`config.mk`:
```
export PLATFORM = sky130hd
export DESIGN_NAME = sec_merge
export DESIGN_NICKNAME = d
export VERILOG_FILES = /design/src/hw/rtl/sec_pkg.sv /design/src/hw/rtl/sec_merge.sv
export SDC_FILE = /design/constraint.sdc
export NUM_CORES = 1
export LEC_CHECK = 0
export BUFFER_PORTS_ARGS = -buffer_cell sky130_fd_sc_hd__buf_2
export CORE_MARGIN = 2
export CORE_UTILIZATION = 40
export CTS_CLUSTER_DIAMETER = 200
export DETAILED_ROUTE_END_ITERATION = 7
export GPL_ROUTABILITY_DRIVEN = 0
export GPL_TIMING_DRIVEN = 0
export PLACE_DENSITY = 0.62
export RECOVER_POWER = 25
export SYNTH_ARGS = -nofsm -noshare
export SYNTH_HDL_FRONTEND = slang
export SYNTH_SLANG_ARGS = --single-unit
```
`constraint.sdc`:
```
create_clock -name clk -period 16.31 [get_ports clk]
set_input_delay 3.262 -clock clk [delete_from_list [all_inputs] [get_ports clk]]
set_output_delay 3.262 -clock clk [all_outputs]
set_load 0.02 [all_outputs]
```
`src/hw/rtl/sec_pkg.sv`:
```
// sec_pkg: shared types, widths and register codes for the soft edge crop pixel unit
// no dependencies; imported by every module of the block
`default_nettype none

package sec_pkg;

	localparam int MAX_CHANNELS = 4;
	localparam int CHAN_W       = 16;
	localparam int POS_W        = 16;
	localparam int EDGE_W       = 20;
	localparam int SOFT_W       = 14;
	localparam int DIST_W       = 21;
	localparam int T_W          = 13;
	localparam int SQ_W         = 2 * T_W;
	localparam int SS_W         = 2 * SOFT_W;
	localparam int QUO_W        = 16;
	localparam int WEIGHT_W     = QUO_W + 1;
	localparam int NUM_W        = SS_W + QUO_W;
	localparam int PROD_W       = 2 * QUO_W + 1;
	localparam int PROD_SHIFT   = 2 * QUO_W;
	localparam int CFG_IDX_W    = 3;

	localparam int AXIS_STAGES  = 22;
	localparam int MERGE_STAGE  = AXIS_STAGES + 1;
	localparam int PIPE_DEPTH   = MERGE_STAGE + 1;

	localparam logic [WEIGHT_W-1:0] WEIGHT_ONE = WEIGHT_W'(1) << QUO_W;

	typedef enum logic [CFG_IDX_W-1:0] {
		REG_RECT_LEFT,
		REG_RECT_RIGHT,
		REG_RECT_BOTTOM,
		REG_RECT_TOP,
		REG_EDGE_SOFTNESS,
		REG_BLACK_OUTSIDE
	} cfg_reg_t;

	typedef struct packed {
		logic signed [POS_W-1:0] pos_x;
		logic signed [POS_W-1:0] pos_y;
		logic [CHAN_W-1:0]       in_chan0;
		logic [CHAN_W-1:0]       in_chan1;
		logic [CHAN_W-1:0]       in_chan2;
		logic [CHAN_W-1:0]       in_chan3;
	} pixel_in_t;

	typedef struct packed {
		logic [CHAN_W-1:0] out_chan0;
		logic [CHAN_W-1:0] out_chan1;
		logic [CHAN_W-1:0] out_chan2;
		logic [CHAN_W-1:0] out_chan3;
	} pixel_out_t;

	typedef struct packed {
		logic border;
		logic dpos;
		logic dge;
	} axis_flags_t;

	typedef struct packed {
		logic zero;
		logic pass;
	} merge_ctrl_t;

endpackage

`default_nettype wire

```
`src/hw/rtl/sec_merge.sv`:
```
// sec_merge: combines the two axis lanes into a fade product and zero/pass control
// depends on sec_pkg; fed by two sec_axis_lane instances
`default_nettype none

module sec_merge import sec_pkg::*; (
	input  wire logic                clk,
	input  wire logic                adv,
	input  wire logic [WEIGHT_W-1:0] weight_x,
	input  wire logic [WEIGHT_W-1:0] weight_y,
	input  wire axis_flags_t         flags_x,
	input  wire axis_flags_t         flags_y,
	input  wire logic                black_outside,
	input  wire logic                fade_off,
	output logic [PROD_W-1:0]        prod_s23,
	output merge_ctrl_t              ctrl_s23
);

	logic zero_now;

	assign zero_now = black_outside && (flags_x.border || flags_y.border ||
		!flags_x.dpos || !flags_y.dpos);

	always_ff @(posedge clk) begin
		if (adv) begin
			prod_s23      <= PROD_W'(weight_x) * PROD_W'(weight_y);
			ctrl_s23.zero <= zero_now;
			ctrl_s23.pass <= !zero_now && (fade_off || (flags_x.dge && flags_y.dge));
		end
	end

endmodule

`default_nettype wire

```
==> After elaboration in Yosys (flattened, before gate mapping) <==
Cells that the tools add are included.
Widths: inputs -> output; s select.
{ "word_totals": {"output_inout_bits": 35, "word_cells": 14, "regBits": 35} }
{ "op_classes": {"reduce_logical": 10, "n_mul": 1} }
{ "op_table": {"columns": ["cell", "count"], "rows": [
  ["$mul 17x17->33", 1],
  ["$logic_or 1x1->1", 4],
  ["$logic_and 1x1->1", 3],
  ["$logic_not 1->1", 3]
]} }

==> Depth between registers and ports, before layout <==
{ "depth": {"depth_word": 6, "depth_mapped": 23, "mapped_depth_nobuf": 21} }

==> Least setup slack after synthesis <==
No wires, ideal clock.
{ "synth_path": {"path_kind": "input to register", "start": "input weight_x[9]", "end": "register prod_s23[25] (data pin)", "stages": 20, "setup_slack_ps": 7589, "t_required_ps": 16050, "setup_ps": 260, "path_buffers": 2, "arrival_ps": 8461, "cell_sequence": "clkbuf_1 -> clkbuf_1 -> nand2_1 -> fa_1 -> inv_1 -> fa_1 -> fa_1 -> fa_1 -> fa_1 -> inv_1 -> fa_1 -> inv_1 -> ha_1 -> a21oi_1 -> inv_2 -> a31o_1 -> a21oi_1 -> o21ai_1 -> o41a_1 -> xor2_1"} }
{ "synth_via": {"elab_chain_len": 1} }
{ "synth_lines": {"columns": ["item", "line", "rtl"], "rows": [
  ["start: declaration", "sec_merge.sv:8", "input wire logic [WEIGHT_W-1:0] weight_x,"],
  ["$mul 17x17->33", "sec_merge.sv:25", "prod_s23 <= PROD_W'(weight_x) * PROD_W'(weight_y);"],
  ["end signal: assignment", "sec_merge.sv:25", null],
  ["end: declaration", "sec_merge.sv:14", "output logic [PROD_W-1:0] prod_s23,"]
]} }
No other way between the ends.
A chain may end at the register's enable or synchronous reset.

==> Final worst setup path <==
{ "layout_path": {"start": "input weight_x[9]", "end": "register prod_s23[29] (data pin)"} }
The elaborated chain is that of the path after synthesis.

==> metrics.md <==
| Metric | Value |
|---|---|
| FILL cells | `2593` |
| H-tree Lvls | `2` |
| Req. time, crit path | `16.35 ns` |
| Die Span Y | `167 um` |
| Synthesized instance count | `1138` |
| Grt ovf | `0` |
| Startpoint Class | `input port` |
| Synth warnings | `0` |
| Simple-gate share of the synthesized area | `0.161` |
| Async SR Flop Fraction | `0` |
| Max Transition Viols Final | `36` |
| Setup crit end | `prod_s23[29]` |
| # rows | `59` |
| Netlist cell types | `49` |
| Yosys reg bits | `35` |
| DRC | `0` |
| DRT Pass-1 Iters | `4` |
| Sink Count | `35` |
| Layout cell share with drive strength beyond 1 | `0.0777` |
| Post-synthesis instance area | `10600 um2` |
| MaxCap Viol Count | `1` |
| Clock Pin Slew Worst Setup and Hold Paths | `0.06 ns` |
| First-pass GRT wire length | `44200 um` |
| Worst Setup SP | `weight_x[9]` |
| Top cell type's share of synthesized area | `0.422` |
| Clock Path Buffers | `2` |
| Biggest area consumer among synthesized cells | `fa_1` |
| Non-Filler Instances | `1558` |
| Dpl hpwl | `22500 um` |
| Commonest non-fill, non-tap cell in the layout | `inv_1` |
| Vias in the first global route | `8302` |
| Post-route minimum period | `9.44 ns` |
| Crit-path max FO | `10` |
| Slew HR | `-0.320` |
| Ys flop type | `edfxtp_1` |
| Run status | `finished, violations left` |
| Final hold viol count | `0` |
| Post-route clock period utilization | `0.579` |
| Largest net degree at the start of global routing | `36` |
| TritonCTS Buffers | `5` |
| Pre-CTS setup slack | `6.60 ns` |
| Largest family of logic cells by synthesized area | `adder cells` |
| Vias per cell | `5.01` |
| Adder-Cell Fraction of Synth Area | `0.546` |
| Total GRT Usage | `0.205` |
| Post-CTS sizing | `0` |
| Net Count, Synth | `1509` |
| Post-CTS setup buffer count | `0` |
| CTS tree | `done` |
| DRT antenna net count | `0` |
| Initial antenna violation count | `0` |
| Synth Area in Compound Gates | `0.0571` |
| Most frequent cells in the layout | `inv_1, fa_1, nand2_1` |
| Post-synth EDFFs | `35` |
| Vias | `7803` |
| Fin Setup TNS | `0 ns` |
| Initial Util | `0.407` |
| Hold WS | `3.28 ns` |
| Die area | `27700 um2` |
| Final worst slack | `6.87 ns` |
| Hold-fix buffers, CTS | `0` |
| Core area | `26000 um2` |
| RSZ-0062 raised after global routing | `false` |
| HP Class | `input port to flop` |
| WP data arrival | `9.48 ns` |
| HP Start | `fade_off` |
| Setup Viol. Count Final | `0` |
| Mux contribution to synthesized area | `0` |
| Routed len/inst | `17.6 um` |
| DP Cell Count | `1549` |
| Least-Margin Pin Slew | `1.98 ns` |
| Syn-to-layout area delta | `8.90%` |
| Post-synthesis sequential area ratio | `0.0995` |
| Boundary Pins | `79` |
| Crit. End Element | `flop` |
| Worst setup path category | `input port to flop` |
| Post-Syn Area per Cell | `9.29 um2` |
| IO buf count | `76` |
| Max Freq | `106 MHz` |
| Die Width | `167 um` |
| Drt first-iter violations | `419` |
| Nets | `1592` |
| Final Routed Wirelength | `27400 um` |
| Failing checks | `max-capacitance violations, max-slew violations` |
| Root Driver | `clkbuf_16` |
| Post-synthesis xor/xnor area fraction | `0.0265` |
| Top cells by area, synth | `fa_1, ha_1, edfxtp_1, inv_1, and2_1` |
[cells in the mapped netlist, drive strengths merged (2+ instances only)]
master	number
inv	269
fa	223
nand2	185
and2	121
ha	104
clkbuf	40
edfxtp	35
a21oi	31
xnor2	24
nor2	14
o21ai	12
a21o	10
xor2	8
nand2b	5
nand3	5
nand4	5
nor3	4
o21a	4
o21bai	4
a31oi	3
nor2b	3
o211ai	3
a41oi	2
and3	2
buf	2
nor4	2
o31a	2
or3	2
[how the worst min path moves through the flow]
stage	end	cells after the start
global placement	ctrl_s23[0]	3
detailed placement	ctrl_s23[0]	3
CTS	ctrl_s23[0]	3
finish	ctrl_s23[0]	3
floorplan	ctrl_s23[0]	0
global route	ctrl_s23[0]	3
[worst max-delay path, stage by stage]
cell	delay, ns
clkbuf_1	0.39
clkbuf_1	0.56
nand2_1	0.17
fa_1	0.55
inv_1	0.06
fa_1	0.48
fa_1	0.46
fa_1	0.53
fa_1	0.55
inv_1	0.06
fa_1	0.47
inv_1	0.04
ha_1	0.26
clkbuf_1	0.29
and3_1	0.28
and4_1	0.25
o211a_1	0.16
o31a_1	0.23
nor2_1	0.11
o311a_1	0.29
[metal layers]
metal / global-route usage / up-vias / wire (um)
met3: 0.0250 / 43 / 1310
met1: 0.273 / 4004 / 11600
met5: 0 / - / 0
met4: 0.0581 / 0 / 775
met2: 0.354 / 194 / 13700
li1: - / 3562 / -
[registers in the layout (all words and copies together) (netlist names)]
signal,flops
prod_s23,33
ctrl_s23,2
[cells by family after synthesis]
group	count (synthesis)
AOI/OAI and AO/OA	82
xor gates and xnor gates	32
adders and majority gates	327
buffers and inverters	311
DFF	35
and+or+nand+nor	351
[layout make-up]
type,instances,area (um2),area share
Clock inverter,2,12.5,0.00109
Antenna cell,1,2.50,0.000217
Clock buffer,6,129,0.0112
Sequential cell,35,1050,0.0913
Timing Repair Buffer,76,378,0.0328
Buffer,42,160,0.0139
Multi-Input combinational cell,792,8350,0.725
Tap cell,335,419,0.0364
Inverter,269,1010,0.0877
[stage by stage]
| step | utilization | cell area [um2] |
|---|---|---|
| 2_1_floorplan | - | 10600 |
| 3_3_place_gp | 0.437 | 11400 |
| 3_5_place_dp | 0.437 | 11400 |
| 4_1_cts | 0.443 | 11500 |
| 5_1_grt | 0.443 | 11500 |
| 6_report | 0.443 | 11500 |
Power is not shown: default switching activity piles up to over one toggle a cycle in this logic, so the estimate is an artifact.
