`src/hw/rtl/sec_pkg.sv`:
```
// sec_pkg: shared types, widths and register codes for the soft edge crop pixel unit
// no dependencies; imported by every module of the block
`default_nettype none

package sec_pkg;

	localparam int MAX_CHANNELS = 4;
	localparam int CHAN_W       = 16;
	localparam int POS_W        = 16;
	localparam int EDGE_W       = 20;
	localparam int SOFT_W       = 14;
	localparam int DIST_W       = 21;
	localparam int T_W          = 13;
	localparam int SQ_W         = 2 * T_W;
	localparam int SS_W         = 2 * SOFT_W;
	localparam int QUO_W        = 16;
	localparam int WEIGHT_W     = QUO_W + 1;
	localparam int NUM_W        = SS_W + QUO_W;
	localparam int PROD_W       = 2 * QUO_W + 1;
	localparam int PROD_SHIFT   = 2 * QUO_W;
	localparam int CFG_IDX_W    = 3;

	localparam int AXIS_STAGES  = 22;
	localparam int MERGE_STAGE  = AXIS_STAGES + 1;
	localparam int PIPE_DEPTH   = MERGE_STAGE + 1;

	localparam logic [WEIGHT_W-1:0] WEIGHT_ONE = WEIGHT_W'(1) << QUO_W;

	typedef enum logic [CFG_IDX_W-1:0] {
		REG_RECT_LEFT,
		REG_RECT_RIGHT,
		REG_RECT_BOTTOM,
		REG_RECT_TOP,
		REG_EDGE_SOFTNESS,
		REG_BLACK_OUTSIDE
	} cfg_reg_t;

	typedef struct packed {
		logic signed [POS_W-1:0] pos_x;
		logic signed [POS_W-1:0] pos_y;
		logic [CHAN_W-1:0]       in_chan0;
		logic [CHAN_W-1:0]       in_chan1;
		logic [CHAN_W-1:0]       in_chan2;
		logic [CHAN_W-1:0]       in_chan3;
	} pixel_in_t;

	typedef struct packed {
		logic [CHAN_W-1:0] out_chan0;
		logic [CHAN_W-1:0] out_chan1;
		logic [CHAN_W-1:0] out_chan2;
		logic [CHAN_W-1:0] out_chan3;
	} pixel_out_t;

	typedef struct packed {
		logic border;
		logic dpos;
		logic dge;
	} axis_flags_t;

	typedef struct packed {
		logic zero;
		logic pass;
	} merge_ctrl_t;

endpackage

`default_nettype wire

```
`src/hw/rtl/sec_chan_lane.sv`:
```
// sec_chan_lane: one channel lane, delays the channel value and zeroes, passes or scales it by the fade product
// depends on sec_pkg; product and control come from sec_merge
`default_nettype none

module sec_chan_lane import sec_pkg::*; #(
	parameter int CHANNEL_BITS = 16
) (
	input  wire logic                    clk,
	input  wire logic                    adv,
	input  wire logic [CHANNEL_BITS-1:0] chan,
	input  wire logic [PROD_W-1:0]       prod_s23,
	input  wire merge_ctrl_t             ctrl_s23,
	output logic [CHANNEL_BITS-1:0]      result_s24
);

	localparam int FULL_W = CHANNEL_BITS + PROD_W;

	logic [CHANNEL_BITS-1:0] chan_p [1:MERGE_STAGE];
	logic [FULL_W-1:0]       scaled;

	always_ff @(posedge clk) begin
		if (adv) begin
			chan_p[1] <= chan;
		end
	end

	genvar k;
	generate
		for (k = 2; k <= MERGE_STAGE; k++) begin : g_delay
			always_ff @(posedge clk) begin
				if (adv) begin
					chan_p[k] <= chan_p[k-1];
				end
			end
		end
	endgenerate

	assign scaled = FULL_W'(chan_p[MERGE_STAGE]) * FULL_W'(prod_s23);

	always_ff @(posedge clk) begin
		if (adv) begin
			if (ctrl_s23.zero) begin
				result_s24 <= '0;
			end else if (ctrl_s23.pass) begin
				result_s24 <= chan_p[MERGE_STAGE];
			end else begin
				result_s24 <= scaled[PROD_SHIFT +: CHANNEL_BITS];
			end
		end
	end

endmodule

`default_nettype wire

```
`config.mk`:
```
export PLATFORM = sky130hd
export DESIGN_NAME = sec_chan_lane
export DESIGN_NICKNAME = d
export VERILOG_FILES = /design/src/hw/rtl/sec_pkg.sv /design/src/hw/rtl/sec_chan_lane.sv
export SDC_FILE = /design/constraint.sdc
export NUM_CORES = 1
export LEC_CHECK = 0
export BUFFER_PORTS_ARGS = -buffer_cell sky130_fd_sc_hd__buf_2
export CORE_ASPECT_RATIO = 1.4
export CORE_MARGIN = 5
export CORE_UTILIZATION = 64
export CTS_CLUSTER_SIZE = 14
export DETAILED_ROUTE_END_ITERATION = 16
export MAX_ROUTING_LAYER = met4
export PLACE_DENSITY = 0.85
export SLEW_MARGIN = 20
export SYNTH_ARGS = -nofsm -noshare
export SYNTH_HDL_FRONTEND = slang
export SYNTH_SLANG_ARGS = --single-unit
export TNS_END_PERCENT = 100
```
`constraint.sdc`:
```
create_clock -name clk -period 8.1 [get_ports clk]
set_input_delay 1.215 -clock clk [delete_from_list [all_inputs] [get_ports clk]]
set_output_delay 1.215 -clock clk [all_outputs]
set_load 0.005 [all_outputs]
```
==> Yosys cells after proc, flatten, opt, wreduce, memory -nomap -nowiden <==
Memories as Yosys holds them, arrays and structs flattened.
Index checks and enable logic that the tools add are counted.
{ "word_totals": {"reg_bits": 16, "latch_bits": 0, "ram_bits": 368, "rom_bits": 0, "in_bits": 53, "out_inout_bits": 16, "elab_cells": 6, "memories": 1} }
{ "memory_table": {"columns": ["name", "words", "word_bits", "read_ports", "rd_clocked_by_memory_dff", "wr", "line_no", "source"], "rows": [
  ["chan_p", 23, 16, 23, 0, 23, "sec_chan_lane.sv:18", "logic [CHANNEL_BITS-1:0] chan_p [1:MERGE_STAGE];"]
]} }
{ "op_classes": {"addsub": 0, "n_mul": 1, "div_mod_pow": 0, "n_lt_le_gt_ge": 0, "n_eq_ne": 0, "n_shift": 0, "n_mux": 3, "bitwise_logic": 0, "n_reduce_logical": 0} }
{ "ops": {"columns": ["operator", "count"], "rows": [
  ["$mul 16x33->48", 1],
  ["$mux 16", 1],
  ["$mux 1", 2]
]} }

==> Longest topological paths before layout <==
{ "logic_depth": {"word_depth": 2, "mapped_depth": 24, "mapped_depth_nobuf": 23} }

==> Least setup slack after synthesis <==
No wires, ideal clock.
{ "synth_timing": {"path_kind": "input to register", "from": "input prod_s23[30]", "to": "register result_s24[10], data pin", "arrival_ns": 6.651, "setup_slack_ns": 1.183, "stages": 23, "path_cell_list": "clkbuf_1 -> nand2_1 -> fa_1 -> inv_1 -> fa_1 -> inv_1 -> fa_1 -> inv_1 -> fa_1 -> fa_1 -> inv_1 -> fa_1 -> inv_1 -> ha_1 -> a21oi_1 -> o21ai_2 -> a211oi_4 -> nand4_2 -> a31oi_4 -> o21ai_2 -> a21oi_2 -> nor4_1 -> or3_1"} }
{ "synth_between": {"elab_chain_len": 2} }
{ "synth_rtl": {"columns": ["element", "line_no", "source"], "rows": [
  ["start: declaration", "sec_chan_lane.sv:11", "input wire logic [PROD_W-1:0] prod_s23,"],
  ["$mul 16x33->48", "sec_chan_lane.sv:38", "assign scaled = FULL_W'(chan_p[MERGE_STAGE]) * FULL_W'(prod_s23);"],
  ["$mux 16", "sec_chan_lane.sv:44", "end else if (ctrl_s23.pass) begin"],
  ["end signal: assignment", "sec_chan_lane.sv:45", "result_s24 <= chan_p[MERGE_STAGE];"],
  ["end signal: assignment", "sec_chan_lane.sv:47", "result_s24 <= scaled[PROD_SHIFT +: CHANNEL_BITS];"],
  ["end: declaration", "sec_chan_lane.sv:13", "output logic [CHANNEL_BITS-1:0] result_s24"]
]} }
Every way passes these cells.
A chain may end at the register's enable or synchronous reset.

==> flow_metrics.py <==
metrics = {
    "timing": {
        "finalSetupViolations": 0,
        "post-route-min-period_ps": 7180,
        "clock.fmax_mhz": 139,
        "fin_crit_sh": 0.886,
        "worstMarginPinSlew_ps": 1190,
        "fin_ws_ps": 923,
        "tns_ps": 0,
        "skew_ps": 33.1,
        "maxSlewViolCount": 0,
        "relSlewSlack": 0.207,
        "rsz0062_at_grt": "no",
        "hold_viol": 0,
    },
    "synth": {
        "synth_simple_gate_area_frac": 0.109,
        "yosysSeqAreaShare": 0.417,
        "yosysWarnings": 0,
        "syn_nets": 2847,
        "ys_seq_elements": 384,
        "syn_area_mm2": 0.0276,
        "synth_edf_count": 384,
        "ys_types": 63,
        "synth_top_family_by_area": "adder cells",
        "ys.flop_type": "edfxtp_1",
        "synth-xor-area-share": 0.00539,
        "async_flop_share": 0,
        "synthAdderAreaFrac": 0.363,
        "netlist_instances": 2250,
        "synth_mux_area_frac": 0.000362,
        "synth.avg_cell_area_um2": 12.3,
        "synth_compound_area_frac": 0.0287,
    },
    "placement": {
        "gp_congestion": 1.01,
        "place_ws_ps": 727,
        "placed_cell_area_mm2": 0.0285,
        "port_buffers": 68,
        "hpwl_um": 41200,
    },
    "routing": {
        "vias": 16200,
        "vias_per_cell": 5.67,
        "wire_per_inst_um": 19.4,
        "drc_errors": 0,
        "wirelength_um": 55300,
        "drt_iter0_drc": 1051,
        "ant_nets": 0,
        "drt_first_pass_iters": 6,
    },
    "global_routing": {
        "grt_pass1_vias": 18000,
        "grt_pass1_wl_um": 91300,
        "antenna_found_initial": 0,
        "grt_overflow": 0,
        "grt.total_usage": 0.253,
        "grt_max_degree": 175,
    },
    "finish": {
        "postLayoutCellArea_mm2": 0.0296,
        "drive_gt1_frac": 0.0665,
        "syn_to_final_growth_pct": 7.23,
        "antenna_cells": 0,
        "layout_commonest_cell": "inv_1",
        "mostFrequentLayoutCells": "inv_1, fa_1, edfxtp_1",
        "utilization": 0.691,
        "fin_nets": 2881,
        "multi_input_area_mm2": 0.0140,
        "fillers": 2940,
        "seq_area_mm2": 0.0115,
    },
    "cts": {
        "worstSkewPairLatency_ps": 540,
        "cts.repair.resized": 0,
        "cts_tree": "yes",
        "cts_hold_buffers": 0,
        "cts_setup_buffers": 0,
        "cts_buffer_depth": 3,
        "cts_made_buffers": 36,
        "root_buffer": "clkbuf_16",
        "numClockSinks": 384,
        "htree_levels": 2,
        "clkTransAtPathRegs_ps": 60,
    },
    "die": {
        "die_w_um": 186,
        "die_area_mm2": 0.0475,
        "start_util": 0.644,
        "fp.dieH_um": 256,
        "num_io_pins": 69,
        "coreArea_mm2": 0.0429,
        "row_count": 90,
    },
    "critical_path": {
        "r2r-start": "chan_p[0][380]$_DFFE_PP_",
        "critPathKind": "reg -> reg",
        "r2r_cells": 21,
        "regToRegSetupSlack_ps": 920,
        "reg2reg_to": "result_s24[10]$_SDFFCE_PP0P_",
        "startpoint_type": "flip-flop",
        "cp.required_ps": 8360,
        "crit_arrival_ps": 7430,
        "setup.worst_path.start": "chan_p[0][380]$_DFFE_PP_",
        "cp-end-kind": "flip-flop",
        "crit_fanout": 21,
    },
    "worst_hold_path": {
        "holdPathEnd": "chan_p[0][163]$_DFFE_PP_",
        "hold_class": "reg -> reg",
        "hold_start": "chan_p[0][147]$_DFFE_PP_",
        "min_path_cells": 0,
    },
    "flow_run": {
        "cap_viol_max_count": 0,
    },
    "run_status": {
        "outcome": "finished clean",
    },
}
[worst max-delay path, stage by stage, from the launching register on]
cell and delay, ps:
edfxtp_1 1140, buf_4 380, nand2_1 100, fa_1 500, inv_1 60, fa_1 500
fa_1 570, fa_1 450, fa_1 500, inv_1 50, fa_1 470, inv_1 40
ha_1 350, a21o_1 180, a21o_1 160, a21oi_1 230, o21ai_0 190, a31oi_4 280
o21ai_2 130, a21oi_2 180, nor4_1 60, or3_1 370
[state kept, by name, summed over array words and instances, names as in the netlist]
register,flops
chan_p,368
result_s24,16
[layer usage]
layer,part of all wire,track usage,vias to the layer above
met3,0.056,0.0291,253
li1,-,-,7016
met1,0.35,0.300,8254
met4,0.069,0.140,0
met2,0.53,0.423,659
met5,0,-,-
[synthesized netlist by cell type, drive strengths merged (2+ instances only)]
cell | instances | area [um^2]
xnor2 | 11 | 96.3
and2 | 205 | 1280
a21o | 7 | 53.8
nor2 | 15 | 56.3
o211ai | 3 | 27.5
o2111ai | 2 | 17.5
a22oi | 2 | 20.0
nand3 | 12 | 65.1
or3 | 3 | 18.8
a2111oi | 4 | 53.8
buf | 6 | 40.0
o21ai | 22 | 118
a31oi | 3 | 33.8
a211oi | 5 | 65.1
o21bai | 5 | 37.5
nand4 | 8 | 56.3
nand2 | 371 | 1400
fa | 430 | 8610
nor3 | 7 | 40.0
o221ai | 2 | 17.5
clkbuf | 88 | 340
a31o | 2 | 17.5
edfxtp | 384 | 11500
ha | 114 | 1430
xor2 | 6 | 52.6
a21oi | 51 | 259
inv | 461 | 1730
nor4 | 4 | 25.0
[cells by family (layout without fill, tap and decap cells)]
group           Yosys count  count (layout)
xor+xnor                 17              17
buf+inv                 555             605
simple gates            633             633
mux                       1               1
compound gates          116             116
flops                   384             384
fa+ha+maj               544             544
[stage by stage]
stage / hold WS [ps] / instances
after global routing: 419 / 2852
after floorplan: 400 / 2250
final: 400 / 2852
after detailed placement: 405 / 2798
after CTS: 397 / 2852
after global placement: 401 / 2794
[worst max path at each step]
stage	end	slack, ps	cells after the start
2_1_floorplan	result_s24[10]$_SDFFCE_PP0P_	1180	23
3_3_place_gp	result_s24[10]$_SDFFCE_PP0P_	880	23
3_5_place_dp	result_s24[10]$_SDFFCE_PP0P_	730	21
4_1_cts	result_s24[10]$_SDFFCE_PP0P_	1010	21
5_1_grt	result_s24[10]$_SDFFCE_PP0P_	720	21
6_report	result_s24[10]$_SDFFCE_PP0P_	920	21
[layout make-up]
type,count,share of cell area
multi-input combinational,1311,0.472
sequential,384,0.389
clock buffer,43,0.0320
inverter,461,0.0584
clock inverter,11,0.00524
timing repair buffer,90,0.0197
tap,552,0.0233
Power is left out: the tool's default activity adds up to more than one toggle a clock period on the data nets, which glitch-free logic cannot reach.
