### src/hw/rtl/sec_pkg.sv
// sec_pkg: shared types, widths and register codes for the soft edge crop pixel unit
// no dependencies; imported by every module of the block
`default_nettype none

package sec_pkg;

	localparam int MAX_CHANNELS = 4;
	localparam int CHAN_W       = 16;
	localparam int POS_W        = 16;
	localparam int EDGE_W       = 20;
	localparam int SOFT_W       = 14;
	localparam int DIST_W       = 21;
	localparam int T_W          = 13;
	localparam int SQ_W         = 2 * T_W;
	localparam int SS_W         = 2 * SOFT_W;
	localparam int QUO_W        = 16;
	localparam int WEIGHT_W     = QUO_W + 1;
	localparam int NUM_W        = SS_W + QUO_W;
	localparam int PROD_W       = 2 * QUO_W + 1;
	localparam int PROD_SHIFT   = 2 * QUO_W;
	localparam int CFG_IDX_W    = 3;

	localparam int AXIS_STAGES  = 22;
	localparam int MERGE_STAGE  = AXIS_STAGES + 1;
	localparam int PIPE_DEPTH   = MERGE_STAGE + 1;

	localparam logic [WEIGHT_W-1:0] WEIGHT_ONE = WEIGHT_W'(1) << QUO_W;

	typedef enum logic [CFG_IDX_W-1:0] {
		REG_RECT_LEFT,
		REG_RECT_RIGHT,
		REG_RECT_BOTTOM,
		REG_RECT_TOP,
		REG_EDGE_SOFTNESS,
		REG_BLACK_OUTSIDE
	} cfg_reg_t;

	typedef struct packed {
		logic signed [POS_W-1:0] pos_x;
		logic signed [POS_W-1:0] pos_y;
		logic [CHAN_W-1:0]       in_chan0;
		logic [CHAN_W-1:0]       in_chan1;
		logic [CHAN_W-1:0]       in_chan2;
		logic [CHAN_W-1:0]       in_chan3;
	} pixel_in_t;

	typedef struct packed {
		logic [CHAN_W-1:0] out_chan0;
		logic [CHAN_W-1:0] out_chan1;
		logic [CHAN_W-1:0] out_chan2;
		logic [CHAN_W-1:0] out_chan3;
	} pixel_out_t;

	typedef struct packed {
		logic border;
		logic dpos;
		logic dge;
	} axis_flags_t;

	typedef struct packed {
		logic zero;
		logic pass;
	} merge_ctrl_t;

endpackage

`default_nettype wire

### src/hw/rtl/sec_axis_lane.sv
// sec_axis_lane: edge distance, border test and smoothstep weight for one axis
// depends on sec_pkg; holds a pipelined restoring divider, one quotient bit per stage
`default_nettype none

module sec_axis_lane import sec_pkg::*; (
	input  wire logic                     clk,
	input  wire logic                     adv,
	input  wire logic signed [POS_W-1:0]  pos,
	input  wire logic signed [EDGE_W-1:0] lo_edge,
	input  wire logic signed [EDGE_W-1:0] hi_edge,
	input  wire logic [SOFT_W-1:0]        softness,
	input  wire logic [SS_W-1:0]          soft_sq,
	output logic [WEIGHT_W-1:0]           weight_s22,
	output axis_flags_t                   flags_s22
);

	localparam int RND_W = DIST_W - 4;
	localparam int DIV_W = SS_W + 1;

	logic signed [DIST_W-1:0] pos_fix, lo_ext, hi_ext, lo_rnd, hi_rnd;
	logic [RND_W:0]           hi_last;
	logic                     border_now;

	logic signed [DIST_W-1:0] a_s1, b_s1, d_s2;
	logic                     border_s1, border_s2;

	logic signed [DIST_W-1:0] soft_ext;
	logic [DIST_W:0]          d_dbl;
	logic                     first_half;
	logic [SOFT_W-1:0]        t_far;
	logic [T_W-1:0]           t_s3;
	logic [SQ_W-1:0]          sq_s4;
	logic [NUM_W-1:0]         num;

	axis_flags_t flags_p [3:AXIS_STAGES-1];
	logic        near_p  [3:AXIS_STAGES-1];

	logic [SS_W-1:0]  rem_p [0:QUO_W-1];
	logic [QUO_W-1:0] low_p [0:QUO_W-1];
	logic [QUO_W-1:0] quo_p [0:QUO_W];

	// pixel-rounded edges, halves up
	assign pos_fix = {{(DIST_W-POS_W-4){pos[POS_W-1]}}, pos, 4'b0000};
	assign lo_ext  = {{(DIST_W-EDGE_W){lo_edge[EDGE_W-1]}}, lo_edge};
	assign hi_ext  = {{(DIST_W-EDGE_W){hi_edge[EDGE_W-1]}}, hi_edge};
	assign lo_rnd  = lo_ext + DIST_W'(8);
	assign hi_rnd  = hi_ext + DIST_W'(8);
	assign hi_last = {hi_rnd[DIST_W-1], hi_rnd[DIST_W-1:4]} - (RND_W+1)'(1);
	assign border_now = ({pos[POS_W-1], pos} == lo_rnd[DIST_W-1:4]) ||
		({pos[POS_W-1], pos[POS_W-1], pos} == hi_last);

	always_ff @(posedge clk) begin
		if (adv) begin
			a_s1      <= pos_fix - lo_ext;
			b_s1      <= hi_ext - pos_fix;
			border_s1 <= border_now;
			d_s2      <= (a_s1 < b_s1) ? a_s1 : b_s1;
			border_s2 <= border_s1;
		end
	end

	// band classification and folded distance
	assign soft_ext   = {{(DIST_W-SOFT_W){1'b0}}, softness};
	assign d_dbl      = {d_s2, 1'b0};
	assign first_half = d_dbl < (DIST_W+1)'(softness);
	assign t_far      = softness - d_s2[SOFT_W-1:0];

	always_ff @(posedge clk) begin
		if (adv) begin
			flags_p[3].border <= border_s2;
			flags_p[3].dpos   <= !d_s2[DIST_W-1] && (d_s2 != '0);
			flags_p[3].dge    <= d_s2 >= soft_ext;
			near_p[3]         <= first_half;
			t_s3              <= first_half ? d_s2[T_W-1:0] : t_far[T_W-1:0];
			sq_s4             <= SQ_W'(t_s3) * SQ_W'(t_s3);
		end
	end

	genvar k;
	generate
		for (k = 4; k < AXIS_STAGES; k++) begin : g_flag_line
			always_ff @(posedge clk) begin
				if (adv) begin
					flags_p[k] <= flags_p[k-1];
					near_p[k]  <= near_p[k-1];
				end
			end
		end
	endgenerate

	// upper half uses a ceiling, so bias the dividend by ss - 1
	assign num = NUM_W'({sq_s4, {WEIGHT_W{1'b0}}}) +
		(near_p[4] ? '0 : (NUM_W'(soft_sq) - NUM_W'(1)));

	always_ff @(posedge clk) begin
		if (adv) begin
			rem_p[0] <= num[NUM_W-1:QUO_W];
			low_p[0] <= num[QUO_W-1:0];
			quo_p[0] <= '0;
		end
	end

	genvar j;
	generate
		for (j = 0; j < QUO_W; j++) begin : g_div
			logic [DIV_W-1:0] trial, diff;
			logic             take;

			assign trial = {rem_p[j], low_p[j][QUO_W-1]};
			assign take  = trial >= {1'b0, soft_sq};
			assign diff  = trial - {1'b0, soft_sq};

			always_ff @(posedge clk) begin
				if (adv) begin
					quo_p[j+1] <= {quo_p[j][QUO_W-2:0], take};
				end
			end

			if (j < QUO_W - 1) begin : g_carry
				always_ff @(posedge clk) begin
					if (adv) begin
						rem_p[j+1] <= take ? diff[SS_W-1:0] : trial[SS_W-1:0];
						low_p[j+1] <= {low_p[j][QUO_W-2:0], 1'b0};
					end
				end
			end
		end
	endgenerate

	always_ff @(posedge clk) begin
		if (adv) begin
			flags_s22 <= flags_p[AXIS_STAGES-1];
			if (!flags_p[AXIS_STAGES-1].dpos) begin
				weight_s22 <= '0;
			end else if (flags_p[AXIS_STAGES-1].dge) begin
				weight_s22 <= WEIGHT_ONE;
			end else if (near_p[AXIS_STAGES-1]) begin
				weight_s22 <= WEIGHT_W'(quo_p[QUO_W]);
			end else begin
				weight_s22 <= WEIGHT_ONE - WEIGHT_W'(quo_p[QUO_W]);
			end
		end
	end

endmodule

`default_nettype wire

### config.mk
export PLATFORM = sky130hd
export DESIGN_NAME = sec_axis_lane
export DESIGN_NICKNAME = d
export VERILOG_FILES = /design/src/hw/rtl/sec_pkg.sv /design/src/hw/rtl/sec_axis_lane.sv
export SDC_FILE = /design/constraint.sdc
export NUM_CORES = 2
export LEC_CHECK = 0
export ABC_AREA = 1
export BUFFER_PORTS_ARGS = -buffer_cell sky130_fd_sc_hd__buf_2
export CORE_MARGIN = 4
export CORE_UTILIZATION = 46
export DETAILED_ROUTE_END_ITERATION = 12
export PLACE_DENSITY = 0.63
export SYNTH_ARGS = -nofsm -noshare
export SYNTH_HDL_FRONTEND = slang
export SYNTH_SLANG_ARGS = --single-unit
### constraint.sdc
create_clock -name clk -period 8.6 [get_ports clk]
set_input_delay 0 -clock clk [delete_from_list [all_inputs] [get_ports clk]]
set_output_delay 0 -clock clk [all_outputs]
set_load 0.05 [all_outputs]
Word level (Yosys, flattened, before mapping)
Memory sizes are Yosys's and may differ from the RTL's. Cells that the tools add are included. W data, S select, Z words.

$add $sub $neg: 24. Multipliers: 1. Magnitude comparators: 19. Eq/ne operators: 2. Muxes and demuxes: 22. Bitwise gates (word level): 1. Reduce and logical (&&, ||, !) cells: 5.

Operators with widths (number): $ge A29 B28 Y1 (16); $mux W28 (15); $sub A28 B28 Y28 (15); $add A43 B44 Y44 (1); $mux W44 (1); $add A20 B5 Y21 const B (2); $sub A20 B20 Y21 (2); $mux W17 (2); $sub A28 B1 Y29 const B (1); $mul A13 B13 Y26 (1); $lt A22 B14 Y1 (1); $ge A21 B15 Y1 (1); $lt A21 B21 Y1 (1); $mux W21 (1); $reduce_bool A21 Y1 (1); $eq A18 B18 Y1 (1); $sub A17 B2 Y18 const B (1); $eq A17 B17 Y1 (1); $sub A17 B16 Y17 const A (1); $mux W13 (1); $sub A13 B13 Y13 (1); $mux W1 (2); $reduce_or A2 Y1 (1); $logic_and A1 B1 Y1 (1); 3 further kinds (3).

Flip-flop bits (word level): 124. Memory bits (writable): 1052. Input port bits: 100. Word-level logic and storage cells: 91. Memories: 5.

Memory list: rem_p (depth 16, width 28, read ports 16, clocked after Yosys merged registers in 0, write ports 16, RTL line sec_axis_lane.sv:38) `logic [SS_W-1:0] rem_p [0:QUO_W-1];`; quo_p (depth 17, width 16, read ports 17, clocked after Yosys merged registers in 0, write ports 17, RTL line sec_axis_lane.sv:40) `logic [QUO_W-1:0] quo_p [0:QUO_W];`; low_p (depth 16, width 16, read ports 16, clocked after Yosys merged registers in 0, write ports 16, RTL line sec_axis_lane.sv:39) `logic [QUO_W-1:0] low_p [0:QUO_W-1];`; flags_p (depth 19, width 3, read ports 19, clocked after Yosys merged registers in 0, write ports 19, RTL line sec_axis_lane.sv:35) `axis_flags_t flags_p [3:AXIS_STAGES-1];`; near_p (depth 19, width 1, read ports 19, clocked after Yosys merged registers in 0, write ports 19, RTL line sec_axis_lane.sv:36) `logic near_p [3:AXIS_STAGES-1];`.

Logic depth before layout (Yosys ltp)
Depth after elaboration: 4. Gate-level depth with buffers: 27. Mapped depth without buffers: 27.

Worst setup path after synthesis
No wires, ideal clock.

Kind: register to register. Start point: register t_s3[12]. End point: register sq_s4[25], data pin. Library setup time: 0.265 ns. Arrival time: 5.114 ns. Data required time: 8.335 ns. Slack: 3.221 ns. Cell stages (with the launch flop): 22. Path buffers: 1. Period minus slack after synthesis: 5.379 ns. Cell sequence: edfxtp_1 clkbuf_1 nand2_1 fa_1 inv_1 fa_1 inv_1 fa_1 inv_1 fa_1 inv_1 fa_1 inv_1 ha_1 a21oi_1 o21ai_0 o21bai_1 a21oi_1 o21bai_1 a21boi_0 o21ai_0 xor2_1.

Word-level cells in the longest chain between the ends: 1.

Ends and longest elaborated chain: from (decl) (RTL line sec_axis_lane.sv:31) `logic [T_W-1:0] t_s3;`; from (signal assigned) (RTL line sec_axis_lane.sv:74) `t_s3 <= first_half ? d_s2[T_W-1:0] : t_far[T_W-1:0];`; $mul A13 B13 Y26 (RTL line sec_axis_lane.sv:75) `sq_s4 <= SQ_W'(t_s3) * SQ_W'(t_s3);`; to (signal assigned) (RTL line sec_axis_lane.sv:75); to (decl) (RTL line sec_axis_lane.sv:32) `logic [SQ_W-1:0] sq_s4;`.

Every way passes these cells. A chain may end at the register's enable or synchronous reset.

Worst setup path in the final report
Start point: register t_s3[8]. End point: register sq_s4[22], data pin.

The elaborated chain is that of the path after synthesis.

==> metrics.md <==
| Metric | Value |
|---|---|
| Run status | `finished clean` |
| Fmax | `166 MHz` |
| Total area of multi-input combinational cells | `0.0358 mm2` |
| Share of flip-flops with an asynchronous set or reset after synthesis | `0%` |
| Number of sinks handled by clock tree synthesis | `919` |
| Initial standard-cell utilization of the core | `46.5%` |
| Placer Congestion | `0.937` |
| Deepest level of the CTS H-tree | `3` |
| Clock-pin slew reported for the worst setup and hold paths after clock tree synthesis | `0.06 ns` |
| Min Clock Period, post-route | `6.03 ns` |
| Number of flops mapped to enable cells by yosys | `919` |
| Critical path fanouts, max | `14` |
| Summed instance area of the synthesized netlist | `0.0671 mm2` |
| Total iterations of the first detailed-routing run | `6` |
| Class of the worst hold path | `input pin to register` |
| Number of max-capacitance violations reported | `0` |
| Hold path start | `lo_edge[16]` |
| Sequential share of the synthesized area | `41.1%` |
| Ys Warns | `0` |
| Sort of element at the start of the critical path | `register` |
| Antenna Diode Count | `0` |
| CP Launch Point | `t_s3[8]` |
| Clock insertion delay at the later pin of the skew report | `0.73 ns` |
| DRT antenna net count | `0` |
| Post-route fraction of the period consumed by the critical path | `70.2%` |
| Horizontal die dimension | `390 um` |
| Antenna violations before repair | `4` |
| WP data required | `9.03 ns` |
| Fin Clk Skew | `0.0516 ns` |
| Share of cells above drive strength 1 | `5.11%` |
| Total Routing Usage GR | `25.0%` |
| Synth Net Count | `8,531` |
| Synthesized netlist cell count | `7,676` |
| Drt initial violations | `4,299` |
| RSZ-0062 raised after global routing | `no` |
| Largest net degree at the start of global routing | `179` |
| Sum of negative setup slack | `0 ns` |
| # fillers | `13.4k` |
| Clock tree from TritonCTS | `yes` |
| Startpoint-to-endpoint class of the critical path | `register to register` |
| Yosys cell types | `56` |
| Detailed-route wire length per cell | `19.6 um` |
| DIE HEIGHT | `390 um` |
| Area share of the leading cell type in the synthesized netlist | `41.1%` |
| Number of remaining DRC errors | `0` |
| Die Footprint | `0.152 mm2` |
| Synth Register Bits | `919` |
| Cell Rows | `139` |
| Most used DFF post-synth | `sky130_fd_sc_hd__edfxtp_1` |
| Area of the core | `0.144 mm2` |
| Buffer levels on the longest clock path | `3` |
| Cell types with the largest area share after synthesis | `sky130_fd_sc_hd__edfxtp_1 (41%), sky130_fd_sc_hd__ha_1 (12%), sky130_fd_sc_hd__nand2_1 (9.2%)` |
| Average instance area after synthesis | `8.74 um2` |
| Relative max-transition margin | `21.4%` |
| Drt via density | `5.56` |
| Post CTS Setup Buffer Count | `0` |
| Wire length of the first global-routing pass | `299,000 um` |
| Buffer cell driving the clock tree root | `sky130_fd_sc_hd__clkbuf_16` |
| Via count of the first global-routing pass | `52.7k` |
| Final Hold Fails | `0` |
| Transition at the pin with the smallest max-transition slack | `1.18 ns` |
| Final layout net count | `8,806` |
| Max-slew violations | `0` |
| Top-level I/O count | `120` |
| Total wire length after detailed routing | `195,000 um` |
| Detailed-placement wirelength estimate | `147,000 um` |
| Library cell occupying the most area in the post-synthesis netlist | `sky130_fd_sc_hd__edfxtp_1` |
| Congestion Overflow GR | `0` |
| Via count | `55.2k` |
| Clock buffer count from CTS | `103` |
| Arrival time reported for the critical path endpoint | `6.46 ns` |
| RR Startpoint | `t_s3[8]` |
| Endpoints failing setup | `0` |
| Type of element capturing the critical path | `register` |
| Register cell area after layout | `0.0276 mm2` |
| Count of input and output buffers | `119` |
| Area growth from synthesis to layout | `10.9%` |
-- state kept, by name, indices dropped and copies added, names as in the netlist, 3 cells and up --
| signal | cells |
|---|---|
| rem_p | 448 |
| low_p | 136 |
| quo_p | 136 |
| flags_p | 57 |
| sq_s4 | 25 |
| a_s1 | 21 |
| b_s1 | 21 |
| d_s2 | 21 |
| near_p | 19 |
| weight_s22 | 17 |
| t_s3 | 13 |
| flags_s22 | 3 |
-- placed cells by master (no fill, tap or decap), drive strengths merged, types with 3 or more instances in the layout --
master	Yosys	layout
nand3	316	316
o21a	37	37
a221oi	31	31
ha	641	641
xnor2	240	240
inv	855	864
or2	18	18
fa	114	114
a21oi	605	605
o221ai	3	3
nor3b	4	4
nor3	122	122
o31ai	12	12
dlygate4sd3	0	113
a21o	110	110
o21bai	23	23
nor4	47	47
and2	16	16
clkinv	1	48
nor2	618	618
clkbuf	52	122
bufinv	0	7
nand3b	6	6
buf	62	171
o311ai	16	16
nand4	103	103
o21ai	699	699
nand2	1667	1667
xor2	231	231
a21boi	10	10
a211oi	4	4
a31oi	76	76
o211ai	6	6
clkinvlp	0	8
edfxtp	919	919
-- final timing paths --
kind                                    end  slack [ns]  depth (start not counted)
worst min-delay path               a_s1[16]        0.05                          4
worst min register to register  quo_p[8][4]        0.39                          0
worst max register to register    sq_s4[22]        2.57                         19
worst max-delay path              sq_s4[22]        2.57                         19
-- what timing repair did --
action | in CTS | in global routing
endpoints found under the hold margin | 100 | 0
hold buffers | 113 | 0
gates resized for setup | 0 | 0
-- worst max-delay path, stage by stage (launching register included) --
cell and delay [ns]:
sky130_fd_sc_hd__edfxtp_1 0.73, sky130_fd_sc_hd__nand2_1 0.20, sky130_fd_sc_hd__fa_1 0.54, sky130_fd_sc_hd__fa_1 0.51, sky130_fd_sc_hd__inv_1 0.05, sky130_fd_sc_hd__fa_1 0.47
sky130_fd_sc_hd__fa_1 0.49, sky130_fd_sc_hd__inv_1 0.06, sky130_fd_sc_hd__fa_1 0.54, sky130_fd_sc_hd__inv_1 0.04, sky130_fd_sc_hd__ha_1 0.36, sky130_fd_sc_hd__a21oi_1 0.19
sky130_fd_sc_hd__o21ai_0 0.17, sky130_fd_sc_hd__a21oi_1 0.26, sky130_fd_sc_hd__inv_1 0.07, sky130_fd_sc_hd__a21oi_1 0.24, sky130_fd_sc_hd__o21ai_0 0.17, sky130_fd_sc_hd__a21boi_0 0.34
sky130_fd_sc_hd__o21ai_0 0.16, sky130_fd_sc_hd__xor2_1 0.16
-- metal layers --
metal / global-route usage, % / vias to the layer above / wire [um]
li1: - / 27157 / -
met1: 34.4 / 26198 / 86700
met2: 40.9 / 1571 / 89800
met3: 3.53 / 314 / 11500
met4: 7.93 / 0 / 6690
met5: 0 / - / 0
-- cell usage after synthesis (all sizes together) (103+ instances only) --
library cell / number
inv: 855
ha: 641
edfxtp: 919
nor3: 122
nand3: 316
fa: 114
o21ai: 699
xor2: 231
nor2: 618
xnor2: 240
a21o: 110
nand2: 1667
nand4: 103
a21oi: 605
-- metrics by stage --
stage | hold WS, ns | cell area [um2] | utilization [%] | worst slack, ns | instances
finish | 0.0482 | 74400 | 51.6 | 2.57 | 9942
global route | 0.0413 | 74400 | 51.6 | 2.21 | 9942
CTS | 0.000284 | 74400 | 51.6 | 2.61 | 9942
detailed placement | 0.178 | 70000 | 48.6 | 2.62 | 9636
global placement | 0.176 | 70000 | 48.6 | 2.69 | 9636
floorplan | 0.0989 | 67100 | - | 3.22 | 7676
-- kinds of logic (layout without fill, tap and decap cells) --
| family | Yosys count | count (layout) | synth area share (%) |
|---|---|---|---|
| DFF | 919 | 919 | 41.1 |
| muxes | 1 | 1 | 0.0168 |
| adders and majority gates | 755 | 755 | 15.4 |
| buffers and inverters | 970 | 1333 | 5.59 |
| AOI/OAI and AO/OA | 1638 | 1638 | 13.5 |
| and+or+nand+nor | 2919 | 2919 | 18.2 |
| other | 1 | 1 | 0.00559 |
| xor gates and xnor gates | 473 | 473 | 6.22 |
-- layout make-up --
class                           count  share of cell area (%)
Multi-Input combinational cell   5787                    48.0
Clock buffer                      122                    3.56
Inverter                          856                    4.32
Sequential cell                   919                    37.1
Tap cell                         1903                    3.20
Clock inverter                     71                   0.887
Timing Repair Buffer              284                    2.94
Power is not shown: default switching activity piles up to over one toggle a cycle in this logic, so the estimate is an artifact.
